$ cat src/rtl/core/i2ctbf_pkg.sv
// ----------------------------------------------------------------------------
// i2ctbf_pkg
// Types and constants shared by the I2C target byte buffer modules.
// ----------------------------------------------------------------------------
package i2ctbf_pkg;

    // Item kinds on the input tuser field
    typedef enum logic [2:0] {
        REQ_WR_BYTE = 3'd0,
        REQ_RD_BYTE = 3'd1,
        REQ_ADDR    = 3'd2,
        REQ_STOP    = 3'd3,
        REQ_COLL    = 3'd4,
        REQ_TX_PUSH = 3'd5,
        REQ_RX_POP  = 3'd6
    } req_t;

    // Command back to the bus engine
    typedef enum logic [1:0] {
        CMD_NONE = 2'd0,
        CMD_ACK  = 2'd1,
        CMD_DONE = 2'd2
    } bus_cmd_t;

    // Per-item status code
    typedef enum logic [1:0] {
        ST_OK       = 2'd0,
        ST_TX_FULL  = 2'd1,
        ST_RX_EMPTY = 2'd2,
        ST_TX_EMPTY = 2'd3
    } status_t;

    // Controller states
    typedef enum logic {
        ST_IDLE = 1'b0,
        ST_LOAD = 1'b1
    } ctrl_state_t;

    // Controller to datapath commands
    typedef struct packed {
        logic exec;     // accepted item: update indices, access stores
        logic load;     // move the finished result into the output register
    } ctl_cmd_t;

    localparam int  ByteW     = 8;
    localparam int  AddrW     = 7;
    localparam int  OutW      = 24;
    localparam logic [AddrW-1:0] AddrMin  = 7'h08;
    localparam logic [AddrW-1:0] AddrMax  = 7'h77;
    localparam logic [ByteW-1:0] FillByte = 8'hFF;

endpackage

$ cat src/rtl/core/i2ctbf_ctrl.sv
// ----------------------------------------------------------------------------
// i2ctbf_ctrl
// Controller: accepts one item, then hands its result to the output register.
// ----------------------------------------------------------------------------
module i2ctbf_ctrl
(
    input  logic                  clk,
    input  logic                  rst_n,
    input  logic                  s_tvalid,
    output logic                  s_tready,
    output logic                  m_tvalid,
    input  logic                  m_tready,
    output i2ctbf_pkg::ctl_cmd_t  cmd
);

    i2ctbf_pkg::ctrl_state_t state_reg;
    i2ctbf_pkg::ctrl_state_t state_next;
    logic                    out_vld_reg;
    logic                    out_vld_next;

    // State and output-valid registers
    always_ff @(posedge clk or negedge rst_n)
    begin
        if (!rst_n)
        begin
            state_reg   <= i2ctbf_pkg::ST_IDLE;
            out_vld_reg <= 1'b0;
        end
        else
        begin
            state_reg   <= state_next;
            out_vld_reg <= out_vld_next;
        end
    end

    // Next state and commands
    always_comb
    begin
        state_next   = state_reg;
        s_tready     = 1'b0;
        cmd.exec     = 1'b0;
        cmd.load     = 1'b0;
        out_vld_next = out_vld_reg && !m_tready;
        unique case (state_reg)
            i2ctbf_pkg::ST_IDLE:
            begin
                s_tready = 1'b1;
                if (s_tvalid)
                begin
                    cmd.exec   = 1'b1;
                    state_next = i2ctbf_pkg::ST_LOAD;
                end
            end
            i2ctbf_pkg::ST_LOAD:
            begin
                // hold until the output register is free or being drained
                if (!out_vld_reg || m_tready)
                begin
                    cmd.load     = 1'b1;
                    out_vld_next = 1'b1;
                    state_next   = i2ctbf_pkg::ST_IDLE;
                end
            end
            default:
            begin
                state_next = i2ctbf_pkg::ST_IDLE;
            end
        endcase
    end

    assign m_tvalid = out_vld_reg;

endmodule

$ cat src/rtl/core/i2ctbf_dp.sv
// ----------------------------------------------------------------------------
// i2ctbf_dp
// Datapath: receive and transmit rings, address register, result register.
// ----------------------------------------------------------------------------
module i2ctbf_dp
#(
    parameter int RX_DEPTH = 16,
    parameter int TX_DEPTH = 16
)
(
    input  logic                                  clk,
    input  logic                                  rst_n,
    input  i2ctbf_pkg::ctl_cmd_t                  cmd,
    input  i2ctbf_pkg::req_t                      req_type,
    input  logic [i2ctbf_pkg::ByteW-1:0]          data_byte,
    input  logic                                  cfg_we,
    input  logic [i2ctbf_pkg::AddrW-1:0]          cfg_wdata,
    output logic [i2ctbf_pkg::OutW-1:0]           out_data
);

    localparam int RxAw = $clog2(RX_DEPTH);
    localparam int TxAw = $clog2(TX_DEPTH);
    localparam logic [RxAw-1:0] RxLast = RxAw'(RX_DEPTH - 1);
    localparam logic [TxAw-1:0] TxLast = TxAw'(TX_DEPTH - 1);

    // ring storage with per-entry valid bits (unwritten entries read as zero)
    logic [i2ctbf_pkg::ByteW-1:0] rx_mem [RX_DEPTH];
    logic [i2ctbf_pkg::ByteW-1:0] tx_mem [TX_DEPTH];
    logic [RX_DEPTH-1:0]          rx_vld_reg;
    logic [TX_DEPTH-1:0]          tx_vld_reg;

    logic [RxAw-1:0] rx_wr_reg, rx_wr_next, rx_rd_reg, rx_rd_next;
    logic [TxAw-1:0] tx_wr_reg, tx_wr_next, tx_rd_reg, tx_rd_next;
    logic [RxAw-1:0] rx_wr_inc, rx_rd_inc, rx_raddr;
    logic [TxAw-1:0] tx_wr_inc, tx_rd_inc;
    logic            rx_we, tx_we;
    logic            rx_empty, tx_empty;

    logic [i2ctbf_pkg::AddrW-1:0] own_addr_reg;
    i2ctbf_pkg::req_t             req_reg;
    i2ctbf_pkg::status_t          status_reg, status_next;
    logic                         rx_ne_reg;
    logic [i2ctbf_pkg::ByteW-1:0] rx_rdata_reg, tx_rdata_reg;
    logic                         rx_rvld_reg, tx_rvld_reg;
    logic [i2ctbf_pkg::OutW-1:0]  out_data_reg;

    logic [i2ctbf_pkg::ByteW-1:0] bus_data;
    logic [i2ctbf_pkg::ByteW-1:0] cpu_data;
    i2ctbf_pkg::bus_cmd_t         bus_cmd;
    logic                         addr_valid;

    // Wrapping increments
    assign rx_wr_inc = (rx_wr_reg == RxLast) ? '0 : rx_wr_reg + RxAw'(1);
    assign rx_rd_inc = (rx_rd_reg == RxLast) ? '0 : rx_rd_reg + RxAw'(1);
    assign tx_wr_inc = (tx_wr_reg == TxLast) ? '0 : tx_wr_reg + TxAw'(1);
    assign tx_rd_inc = (tx_rd_reg == TxLast) ? '0 : tx_rd_reg + TxAw'(1);
    assign rx_empty  = (rx_wr_reg == rx_rd_reg);
    assign tx_empty  = (tx_wr_reg == tx_rd_reg);

    // Decode the accepted item
    always_comb
    begin
        rx_wr_next  = rx_wr_reg;
        rx_rd_next  = rx_rd_reg;
        tx_wr_next  = tx_wr_reg;
        tx_rd_next  = tx_rd_reg;
        rx_we       = 1'b0;
        tx_we       = 1'b0;
        rx_raddr    = rx_rd_reg;
        status_next = i2ctbf_pkg::ST_OK;
        if (cmd.exec)
        begin
            unique case (req_type)
                i2ctbf_pkg::REQ_WR_BYTE:
                begin
                    // no overflow check: write index may catch the read index
                    rx_we      = 1'b1;
                    rx_wr_next = rx_wr_inc;
                end
                i2ctbf_pkg::REQ_RD_BYTE:
                begin
                    if (tx_empty)
                        status_next = i2ctbf_pkg::ST_TX_EMPTY;
                    else
                        tx_rd_next = tx_rd_inc;
                end
                i2ctbf_pkg::REQ_TX_PUSH:
                begin
                    if (tx_wr_inc == tx_rd_reg)
                        status_next = i2ctbf_pkg::ST_TX_FULL;
                    else
                    begin
                        tx_we      = 1'b1;
                        tx_wr_next = tx_wr_inc;
                    end
                end
                i2ctbf_pkg::REQ_RX_POP:
                begin
                    // empty pop returns the entry at the tail, index holds
                    if (rx_empty)
                        status_next = i2ctbf_pkg::ST_RX_EMPTY;
                    else
                    begin
                        rx_rd_next = rx_rd_inc;
                        rx_raddr   = rx_rd_inc;
                    end
                end
                default:
                begin
                    status_next = i2ctbf_pkg::ST_OK;
                end
            endcase
        end
    end

    // Control registers: indices, valid bits, address
    always_ff @(posedge clk or negedge rst_n)
    begin
        if (!rst_n)
        begin
            rx_wr_reg    <= '0;
            rx_rd_reg    <= '0;
            tx_wr_reg    <= '0;
            tx_rd_reg    <= '0;
            rx_vld_reg   <= '0;
            tx_vld_reg   <= '0;
            own_addr_reg <= '0;
        end
        else
        begin
            rx_wr_reg <= rx_wr_next;
            rx_rd_reg <= rx_rd_next;
            tx_wr_reg <= tx_wr_next;
            tx_rd_reg <= tx_rd_next;
            if (rx_we)
                rx_vld_reg[rx_wr_inc] <= 1'b1;
            if (tx_we)
                tx_vld_reg[tx_wr_inc] <= 1'b1;
            if (cfg_we)
                own_addr_reg <= cfg_wdata;
        end
    end

    // Receive ring memory: one write, one registered read
    always_ff @(posedge clk)
    begin
        if (rx_we)
            rx_mem[rx_wr_inc] <= data_byte;
        if (cmd.exec)
        begin
            rx_rdata_reg <= rx_mem[rx_raddr];
            rx_rvld_reg  <= rx_vld_reg[rx_raddr];
        end
    end

    // Transmit ring memory: one write, one registered read
    always_ff @(posedge clk)
    begin
        if (tx_we)
            tx_mem[tx_wr_inc] <= data_byte;
        if (cmd.exec)
        begin
            tx_rdata_reg <= tx_mem[tx_rd_inc];
            tx_rvld_reg  <= tx_vld_reg[tx_rd_inc];
        end
    end

    // Capture per-item result pieces
    always_ff @(posedge clk)
    begin
        if (cmd.exec)
        begin
            req_reg    <= req_type;
            status_reg <= status_next;
            rx_ne_reg  <= (rx_wr_next != rx_rd_next);
        end
    end

    // Format the result fields
    always_comb
    begin
        bus_data = '0;
        cpu_data = '0;
        bus_cmd  = i2ctbf_pkg::CMD_NONE;
        case (req_reg)
            i2ctbf_pkg::REQ_WR_BYTE,
            i2ctbf_pkg::REQ_ADDR:
            begin
                bus_cmd = i2ctbf_pkg::CMD_ACK;
            end
            i2ctbf_pkg::REQ_RD_BYTE:
            begin
                bus_cmd = i2ctbf_pkg::CMD_ACK;
                if (status_reg == i2ctbf_pkg::ST_TX_EMPTY)
                    bus_data = i2ctbf_pkg::FillByte;
                else if (tx_rvld_reg)
                    bus_data = tx_rdata_reg;
            end
            i2ctbf_pkg::REQ_STOP,
            i2ctbf_pkg::REQ_COLL:
            begin
                bus_cmd = i2ctbf_pkg::CMD_DONE;
            end
            i2ctbf_pkg::REQ_RX_POP:
            begin
                if (rx_rvld_reg)
                    cpu_data = rx_rdata_reg;
            end
            default:
            begin
                bus_cmd = i2ctbf_pkg::CMD_NONE;
            end
        endcase
    end

    assign addr_valid = (own_addr_reg >= i2ctbf_pkg::AddrMin) &&
                        (own_addr_reg <= i2ctbf_pkg::AddrMax);

    // Output register
    always_ff @(posedge clk)
    begin
        if (cmd.load)
            out_data_reg <= {2'b00, addr_valid, status_reg, rx_ne_reg,
                             cpu_data, bus_cmd, bus_data};
    end

    assign out_data = out_data_reg;

endmodule

$ cat src/rtl/core/i2c_target_byte_fifo.sv
// ----------------------------------------------------------------------------
// i2c_target_byte_fifo
// Target-side I2C byte buffering: receive and transmit rings serving bus
// events and processor accesses, one result item per input item.
// ----------------------------------------------------------------------------
//  channel | dir | handshake          | payload
//  s_*     | in  | s_tvalid/s_tready  | tdata: data_byte; tuser: req_type
//  m_*     | out | m_tvalid/m_tready  | tdata: result fields (see port)
//  cfg_*   | in  | cfg_we             | cfg_wdata: own_address
//
//  An accepted item is read from the ring memories into registered result
//  pieces, then loaded into the output register; the controller takes no new
//  item until that load is done, so items are never overlapped.
//  A waiting result does not block the next item; a stalled m side holds the
//  controller after its next item. Reset clears indices and entry valid bits
//  at once, with no clearing pass.
// ----------------------------------------------------------------------------
module i2c_target_byte_fifo
#(
    parameter int RX_DEPTH = 16,
    parameter int TX_DEPTH = 16
)
(
    input  logic        clk,
    input  logic        rst_n,
    input  logic        s_tvalid,
    output logic        s_tready,
    input  logic [7:0]  s_tdata,    // [7:0] data_byte
    input  logic [2:0]  s_tuser,    // [2:0] req_type
    output logic        m_tvalid,
    input  logic        m_tready,
    output logic [23:0] m_tdata,    // [7:0] bus_data, [9:8] bus_command,
                                    // [17:10] cpu_data, [18] rx_not_empty,
                                    // [20:19] status, [21] address_valid
    input  logic        cfg_we,
    input  logic [6:0]  cfg_wdata   // [6:0] own_address
);

    i2ctbf_pkg::ctl_cmd_t cmd;

    i2ctbf_ctrl u_ctrl
    (
        .clk      (clk),
        .rst_n    (rst_n),
        .s_tvalid (s_tvalid),
        .s_tready (s_tready),
        .m_tvalid (m_tvalid),
        .m_tready (m_tready),
        .cmd      (cmd)
    );

    i2ctbf_dp #(
        .RX_DEPTH (RX_DEPTH),
        .TX_DEPTH (TX_DEPTH)
    ) u_dp
    (
        .clk       (clk),
        .rst_n     (rst_n),
        .cmd       (cmd),
        .req_type  (i2ctbf_pkg::req_t'(s_tuser)),
        .data_byte (s_tdata),
        .cfg_we    (cfg_we),
        .cfg_wdata (cfg_wdata),
        .out_data  (m_tdata)
    );

endmodule

$ cat config.mk
export PLATFORM = sky130hd
export DESIGN_NAME = i2c_target_byte_fifo
export DESIGN_NICKNAME = d
export VERILOG_FILES = /design/src/rtl/core/i2ctbf_pkg.sv /design/src/rtl/core/i2ctbf_ctrl.sv /design/src/rtl/core/i2ctbf_dp.sv /design/src/rtl/core/i2c_target_byte_fifo.sv
export SDC_FILE = /design/constraint.sdc
export NUM_CORES = 1
export LEC_CHECK = 0
export BUFFER_PORTS_ARGS = -buffer_cell sky130_fd_sc_hd__buf_2
export CAP_MARGIN = 20
export CORE_UTILIZATION = 41
export DETAILED_ROUTE_END_ITERATION = 16
export GPL_TIMING_DRIVEN = 0
export HOLD_SLACK_MARGIN = 0.15
export PLACE_DENSITY = 0.58
export SYNTH_ARGS = -nofsm -noshare
export SYNTH_HDL_FRONTEND = slang
export SYNTH_HIERARCHICAL = 1
export SYNTH_SLANG_ARGS = --single-unit
$ cat constraint.sdc
create_clock -name clk -period 3.5 [get_ports clk]
set_clock_uncertainty 0.05 [all_clocks]
set_input_delay 0.35 -clock clk [delete_from_list [all_inputs] [get_ports clk]]
set_output_delay 0.35 -clock clk [all_outputs]
set_load 0.02 [all_outputs]
# == After elaboration in Yosys (flattened, before gate mapping) ==
# Memory sizes are Yosys's and may differ from the RTL's. A register that Yosys moved wholly into a read port is not among the register bits.
# Index checks and enable logic that the tools add are counted.
# W data, S select, Z words.
# totals
ff_bits,87
ram_bits,256
input_bits,23
output_inout_bits,26
elab_cells,109
memories,2
# mem_list
name,words,word_bits,rd,rd_ports_with_merged_regs,wr,line,rtl
u_dp.rx_mem,16,8,1,1,1,i2ctbf_dp.sv:27,logic [i2ctbf_pkg::ByteW-1:0] rx_mem [RX_DEPTH];
u_dp.tx_mem,16,8,1,1,1,i2ctbf_dp.sv:28,logic [i2ctbf_pkg::ByteW-1:0] tx_mem [TX_DEPTH];
# classes
add_sub_neg,4
order_cmp,8
n_eq_ne,17
mux,42
bitwise,5
reduce_logical,14
# op_table
cell,count
$mux W4,9
$or A16 B16 Y16,2
$mux W1,22
$lt A4 B5 Y1 const B,4
$add A4 B1 Y4 const B,4
$eq A4 B4 Y1 const B,4
$mux W8,2
$eq A3 B3 Y1 const B,4
$eq A4 B4 Y1,3
$bmux W1 S4,2
$demux W1 S4,2
$ge A4 B1 Y1 const B,2
$ge A7 B4 Y1 const B,1
$le A7 B7 Y1 const B,1
$eq A3 B1 Y1 const B,2
$eq A3 B2 Y1 const B,2
$logic_not A3 Y1,2
$pmux W2 S3,1
$reduce_and A3 Y1,2
$logic_and A1 B1 Y1,4
$mux W2,2
$ne A4 B4 Y1,1
$pmux W2 S2,1
$not A1 Y1,3
other kinds (7),8

# == Logic depth before layout (Yosys ltp) ==
# Gate-level depths: netlist of the first run.
# depth
ltp_word,8
depth_mapped,10
depth_no_buf,7

# == By module ==
# Netlist of the first run, hierarchy kept.
# by_module_without_submodules
mod,instances,cells_per_inst,area_each_um2,seq_area_each_um2
i2ctbf_dp,1,983,15557.4,10369.9
i2ctbf_ctrl,1,8,93.8,50.0

# == Least setup slack after synthesis of the first run ==
# Ideal clock, no wire load.
# synth_timing
kind,register -> register
from,reg u_ctrl.state_reg
to,mem u_dp/tx_mem[1][0] in the netlist's numbering (enable)
t_arrival_ns,2.680
required_time_ns,3.067
setup_slack_ns,0.387
path_stages_with_launch,7
n_path_buf,2
cell_sequence,dfrtp_1 > nor2b_2 > nand4b_1 > or2_2 > clkbuf_1 > buf_2 > nor3_1
# synth_rtl
item,line,rtl
start: declaration,i2ctbf_ctrl.sv:16,i2ctbf_pkg::ctrl_state_t state_reg;
start signal: assignment,i2ctbf_ctrl.sv:26,state_reg <= i2ctbf_pkg::ST_IDLE;
start signal: assignment,i2ctbf_ctrl.sv:31,state_reg <= state_next;
end: declaration,i2ctbf_dp.sv:28,

# == Final worst setup path of the first run ==
# layout_timing
from,reg u_dp.tx_wr_reg[0]
to,mem u_dp/tx_mem[4][4] in the netlist's numbering (enable)
# layout_between
elab_chain_cells,8
word_cells_on_any_way,9
classes_between,1 x add/sub; 2 x eq/ne; 6 x mux
# layout_rtl
item,line,rtl
start: declaration,i2ctbf_dp.sv:33,"logic [TxAw-1:0] tx_wr_reg, tx_wr_next, tx_rd_reg, tx_rd_next;"
start signal: assignment,i2ctbf_dp.sv:133,tx_wr_reg <= tx_wr_next;
$add A4 B1 Y4 / $eq A4 B4 Y1 (equally long branches),i2ctbf_dp.sv:55,assign tx_wr_inc = (tx_wr_reg == TxLast) ? '0 : tx_wr_reg + TxAw'(1);
$mux W4 (*),i2ctbf_dp.sv:55,
$eq A4 B4 Y1,i2ctbf_dp.sv:89,if (tx_wr_inc == tx_rd_reg)
$mux W1,i2ctbf_dp.sv:89,
$mux W1,i2ctbf_dp.sv:73,unique case (req_type)
$mux W1,i2ctbf_dp.sv:71,if (cmd.exec)
$mux W1,i2ctbf_dp.sv:159,if (tx_we)
$mux W1 (not written as such),i2ctbf_dp.sv:160,tx_mem[tx_wr_inc] <= data_byte;
# Mark *: on every way between the ends. The rest lies on a longest branch, timed or not.

==> results.yml, run 1 <==
floorplanning:
  die_h_um: 197
  start_util_pct: 41.7
  chipWidth_um: 197
  core_um2: 37600
  die-area_um2: 39000
  num_rows: 71
  io_pins: 49
finish:
  diodes: 0
  drive_gt1_share_pct: 24.7
  fillers: 3203
  utilization_pct: 47.9
  nNetsFinal: 1126
  final_cell_area_um2: 18000
  area_delta_synth_final_pct: 14.9
pwr:
  p_leak_uw: 0.00636
  ir_drop_mv: 0.285
  cellPowerDensity_nw_per_um2: 819
logic_synthesis:
  synthCells: 991
  synth_cell_types: 55
  synth_largest_area_cell: "edfxtp_1"
  synth-xor-area-share_pct: 1.52
  synthMuxAreaShare_pct: 14.1
  synthAdderAreaFrac_pct: 0.799
  synth_top_area_share_pct: 57.9
  synth_compound_gate_area_share_pct: 6.22
  synth_seq_area_share_pct: 66.6
  synth_area_um2: 15700
  synth_top_family_by_area: "multiplexers"
  ys_ff_latch: 356
  ys_top_cells_by_area: "edfxtp_1 (58%), mux4_2 (13%), dfrtp_1 (8.6%)"
  yosysMostFrequentCell: "edfxtp_1"
  synth_edf_count: 302
  synth_simple_gate_area_share_pct: 8.57
  syn_area_per_cell_um2: 15.8
  yosys_warnings: 6
  synth-main-ff-cell: "edfxtp_1"
  synthTopCellsByCount: "edfxtp_1 (302), nand2_1 (125), mux4_2 (88)"
  async_flop_share_pct: 15.2
clocking:
  path_clk_slew_ns: 0.06
  clkSinkCount: 356
  htreeDepth: 2
  root_buffer: "clkbuf_16"
  cts_tree: "done"
  worstSkewPairLatency_ns: 0.54
  clock_path_buffers: 3
  numCtsBuffers: 38
place:
  place_congestion: 0.884
  dp_hpwl_um: 24100
  placed_area_um2: 16600
  port_buffers: 42
hold_path:
  hold_start: "cfg_we"
  hold_path.class: "primary input to flip-flop"
timing:
  drv_slew: 0
  hold_viol_final: 0
  worstMarginPinSlew_ns: 1.03
  rsz0062_at_grt: "yes"
  relSlewSlack_pct: 30.7
  setup_viol: 0
  timing.final.crit_share_pct: 95.9
  period_needed_ns: 3.35
  fmax_mhz: 298
grt:
  grt_pass1_vias: 9036
  grt_max_degree: 33
  track_usage_pct: 19.4
  grt_pass1_wl_um: 55600
  gr-total-overflow: 0
  antenna_found_initial: 2
worst_setup_path:
  r2r-start: "u_dp/tx_wr_reg[0]$_DFFE_PN0P_"
  arrival_ns: 3.48
  crit_required_ns: 3.62
  cp_max_fo: 10
  crit_path_start: "u_dp/tx_wr_reg[0]$_DFFE_PN0P_"
  crit_path_end_kind: "flip-flop"
  start_kind: "flip-flop"
  path_class: "flip-flop to flip-flop"
drt:
  vias: 9116
  ant_nets: 0
  wl_per_cell_um: 22.7
  via_per_inst: 5.58
  dr.pass1.iters: 5
  routed_wl_um: 37100
  drc: 0
  drt-initial-drc-count: 773
outcome:
  status: "completed"
flow_run:
  max_cap_viol_count: 0
cells by family (layout without fill, tap and decap cells):
kind of cell	Yosys count	count (layout)
muxes	110	110
adders and majority gates	10	10
other	1	2
DFF	356	356
xor gates and xnor gates	25	25
and+or+nand+nor	281	281
buffers and inverters	76	207
AOI/OAI and AO/OA	132	132
power breakdown:
group	total (uW)	internal, uW	switching (uW)
clock network	3720	2090	1620
logic	5740	2360	3380
registers	5270	5050	220
total	14700	9510	5220
per-layer routing:
layer	track usage (%)	vias to the layer above	wire, um
met3	4.71	56	2820
met4	5.46	2	750
met5	0	-	13
met1	27.1	4633	16500
li1	-	4098	-
met2	30.2	327	17000
timing repair:
item	4_1_cts	5_1_grt
pin swaps	0	0
setup buffers	0	1
resized for setup	2	16
hold buffers	12	0
hold endpoints to repair	31	0
cloned	0	0
endpoints found under the setup margin	50	103
path summary, 6_finish.rpt:
kind	endpoint	slack, ns	cells after the start
worst max-delay path	u_dp/tx_mem[4][4]$_DFFE_PP_	0.15	8
worst min-delay path	u_dp/own_addr_reg[5]$_DFFE_PN0P_	0.17	2
worst max register to register	u_dp/tx_mem[4][4]$_DFFE_PP_	0.15	8
worst min register to register	u_dp/out_data[18]$_DFFE_PP_	0.39	0
max in group asynchronous	u_dp/rx_vld_reg[13]$_DFFE_PN0P_	2.46	3
min in group asynchronous	u_dp/tx_vld_reg[13]$_DFFE_PN0P_	0.31	2
critical path, cell delays in order, from the launching register on:
cell	delay [ns]
dfrtp_1	0.49
ha_1	0.19
buf_2	0.24
a21oi_1	0.06
o21ai_1	0.27
and2_1	0.18
clkbuf_1	0.24
clkbuf_1	0.63
and3_1	0.63
placed cells by master (no fill, tap or decap), types with 20 or more instances in the layout:
master,count
and2_1,20
clkbuf_16,38
a211oi_1,22
nand2_1,125
mux4_2,88
a21oi_1,32
clkbuf_1,31
edfxtp_1,302
nor2_1,37
dfrtp_1,54
buf_2,73
stage by stage:
stage	cells	hold slack (ns)	worst slack [ns]	TNS [ns]	total power, uW
final	1634	0.172	0.145	0	14700
after global routing	1634	0.190	-0.0407	-0.317	15400
after global placement	1545	0.374	-0.852	-124.75	10900
after floorplan	992	0.00441	0.387	0	9290
after CTS	1633	0.155	-0.0524	-1.23	14700
after detailed placement	1551	0.344	-0.217	-1.74	10900
layout make-up:
type	count	area, um^2	share of cell area [%]
plain buffers	65	302	1.68
clock buffers	45	987	5.49
clock inverters	25	156	0.870
inverters	10	37.5	0.209
multi-input cells	560	5020	27.9
flip-flops and latches	356	10400	57.9
well taps	511	639	3.55
repair buffers	62	425	2.37
Power figures use the tool's default switching activity.
==> run 2: changes to the inputs <==
--- a/config.mk
+++ b/config.mk
@@ -7,6 +7,7 @@
 export LEC_CHECK = 0
 export BUFFER_PORTS_ARGS = -buffer_cell sky130_fd_sc_hd__buf_2
 export CAP_MARGIN = 20
+export CORE_ASPECT_RATIO = 0.5
 export CORE_UTILIZATION = 41
 export DETAILED_ROUTE_END_ITERATION = 16
 export GPL_TIMING_DRIVEN = 0
==> run 2 against run 1 <==
  * Global-route usage about the same
  * Critical path depth increased by 2
  * Clock power about the same
  * Combinational power decreased by 2%
  * Die area increased by 0.12%
  * Flip-flop and latch count unchanged
  * Total power decreased by 1.0%
  * Worst setup slack improved by 0.0075 ns
  * Utilization decreased by 0.10 points
  * Routed wire length increased by 0.84%
  * Critical path type unchanged
  * Largest power group unchanged
==> results.yml, run 2 (synthesized netlist as in run 1, its figures left out) <==
finish:
  utilization_pct: 47.8
  final_cell_mix: "edfxtp_1 (302), nand2_1 (125), mux4_2 (88), buf_2 (78), dfrtp_1 (54)"
  fillers: 3174
  diodes: 0
  drive_gt1_share_pct: 24.0
  nNetsFinal: 1127
  area_delta_synth_final_pct: 14.4
  final_common_cell: "edfxtp_1"
drt:
  wl_met3_um: 2140
  ant_nets: 0
  met2_length_um: 18300
  drc: 0
  vias: 9189
  routed_wl_um: 37400
  top_layer: "met4"
  via_per_inst: 5.69
  wl_per_cell_um: 23.2
  drt-initial-drc-count: 725
  wl_met1_um: 16000
  dr.pass1.iters: 5
place:
  dp_hpwl_um: 24500
  port_buffers: 42
  place_congestion: 0.831
floorplanning:
  start_util_pct: 41.8
  core_um2: 37500
  chipWidth_um: 278
  die-area_um2: 39000
  num_rows: 50
  die_h_um: 140
  io_pins: 49
clocking:
  root_buffer: "clkbuf_16"
  cts_tree: "done"
  clkSinkCount: 356
  numCtsBuffers: 36
  clock_path_buffers: 3
  htreeDepth: 2
  path_clk_slew_ns: 0.06
  worstSkewPairLatency_ns: 0.53
timing:
  relSlewSlack_pct: 29.6
  hold_viol_final: 0
  rsz0062_at_grt: "no"
  setup_viol: 0
  fin_hold_ws_ns: 0.195
  drv_slew: 0
  timing.final.crit_share_pct: 95.6
  fmax_mhz: 299
  period_needed_ns: 3.35
  worstMarginPinSlew_ns: 1.05
flow_run:
  max_cap_viol_count: 0
grt:
  grt_max_degree: 36
  gr-total-overflow: 0
  track_usage_pct: 19.4
  grt_pass1_wl_um: 56400
  grt_pass1_vias: 9323
  antenna_found_initial: 0
worst_setup_path:
  crit_path_end_kind: "flip-flop"
  crit_required_ns: 3.67
  start_kind: "flip-flop"
  path_class: "flip-flop to flip-flop"
  arrival_ns: 3.52
  cp_max_fo: 10
hold_path:
  hold_path.class: "primary input to flip-flop"
outcome:
  status: "completed"
pwr:
  ir_drop_mv: 0.315
  cellPowerDensity_nw_per_um2: 815
  p_leak_uw: 0.00633
[run 2: cell types whose count changed in the layout (fill, tap and decap cells not counted), sizes merged]
cell / before / now
dlygate4sd3: 12 / 11
bufinv: 1 / 2
inv: 12 / 11
clkinv: 20 / 7
clkbuf: 72 / 79
buf: 88 / 92
[run 2: power breakdown]
group | internal, uW | switching [uW] | total (uW)
clock network | 2140 | 1570 | 3700
logic | 2330 | 3280 | 5610
registers | 5050 | 219 | 5270
[run 2: final timing paths]
| path | start | to | slack, ns | cells past startpoint |
|---|---|---|---|---|
| min in group asynchronous | rst_n | u_dp/tx_vld_reg[1]$_DFFE_PN0P_ | 0.26 | 2 |
| min reg2reg | u_dp/rx_ne_reg$_DFFE_PP_ | u_dp/out_data[18]$_DFFE_PP_ | 0.38 | 0 |
| min | cfg_we | u_dp/own_addr_reg[4]$_DFFE_PN0P_ | 0.19 | 2 |
| max in group asynchronous | rst_n | u_dp/rx_vld_reg[6]$_DFFE_PN0P_ | 2.55 | 3 |
| max reg2reg | u_dp/tx_wr_reg[0]$_DFFE_PN0P_ | u_dp/tx_mem[7][4]$_DFFE_PP_ | 0.15 | 10 |
| max | u_dp/tx_wr_reg[0]$_DFFE_PN0P_ | u_dp/tx_mem[7][4]$_DFFE_PP_ | 0.15 | 10 |
[run 2: cell type report]
class	instances	area, um^2	share of cell area, %
buffer	65	300	1.68
inverter	10	37.5	0.210
multi-input combinational	560	4980	27.8
timing repair buffer	65	428	2.39
clock inverter	12	111	0.622
clock buffer	52	1000	5.60
tap	494	618	3.45
sequential	356	10400	58.2
[run 2: stage by stage]
| step | instances | total power [uW] | instance area, um^2 | setup slack (ns) | TNS (ns) |
|---|---|---|---|---|---|
| 2_1_floorplan | 992 | 9290 | 15700 | 0.387 | 0 |
| 3_3_place_gp | 1528 | 10800 | 16500 | -0.947 | -105.85 |
| 3_5_place_dp | 1538 | 10900 | 16600 | -0.551 | -6.13 |
| 4_1_cts | 1614 | 14700 | 17900 | 0.00326 | 0 |
| 5_1_grt | 1614 | 15300 | 17900 | 0.00270 | 0 |
| 6_report | 1614 | 14600 | 17900 | 0.153 | 0 |
[run 2: per-layer routing]
metal | vias to the layer above | track usage (%)
li1 | 4101 | -
met1 | 4748 | 25.9
met2 | 281 | 31.9
met3 | 59 | 3.97
met4 | 0 | 6.46
met5 | - | 0
[run 2: critical path: stages, from the launching register on]
cell and delay (ns):
dfrtp_1 0.48, ha_1 0.24, buf_2 0.19, xnor2_4 0.34, xnor2_1 0.22, a2111oi_4 0.09, or2_2 0.30, clkbuf_1 0.18
clkbuf_4 0.26, nor3_1 0.41, buf_2 0.29
[run 2: timing repair]
action                                  4_1_cts  5_1_grt
buffers inserted                              1        1
endpoints found under the hold margin        63        0
resized for setup                             4        6
hold buffers                                 11        0
endpoints found under the setup margin       35       62
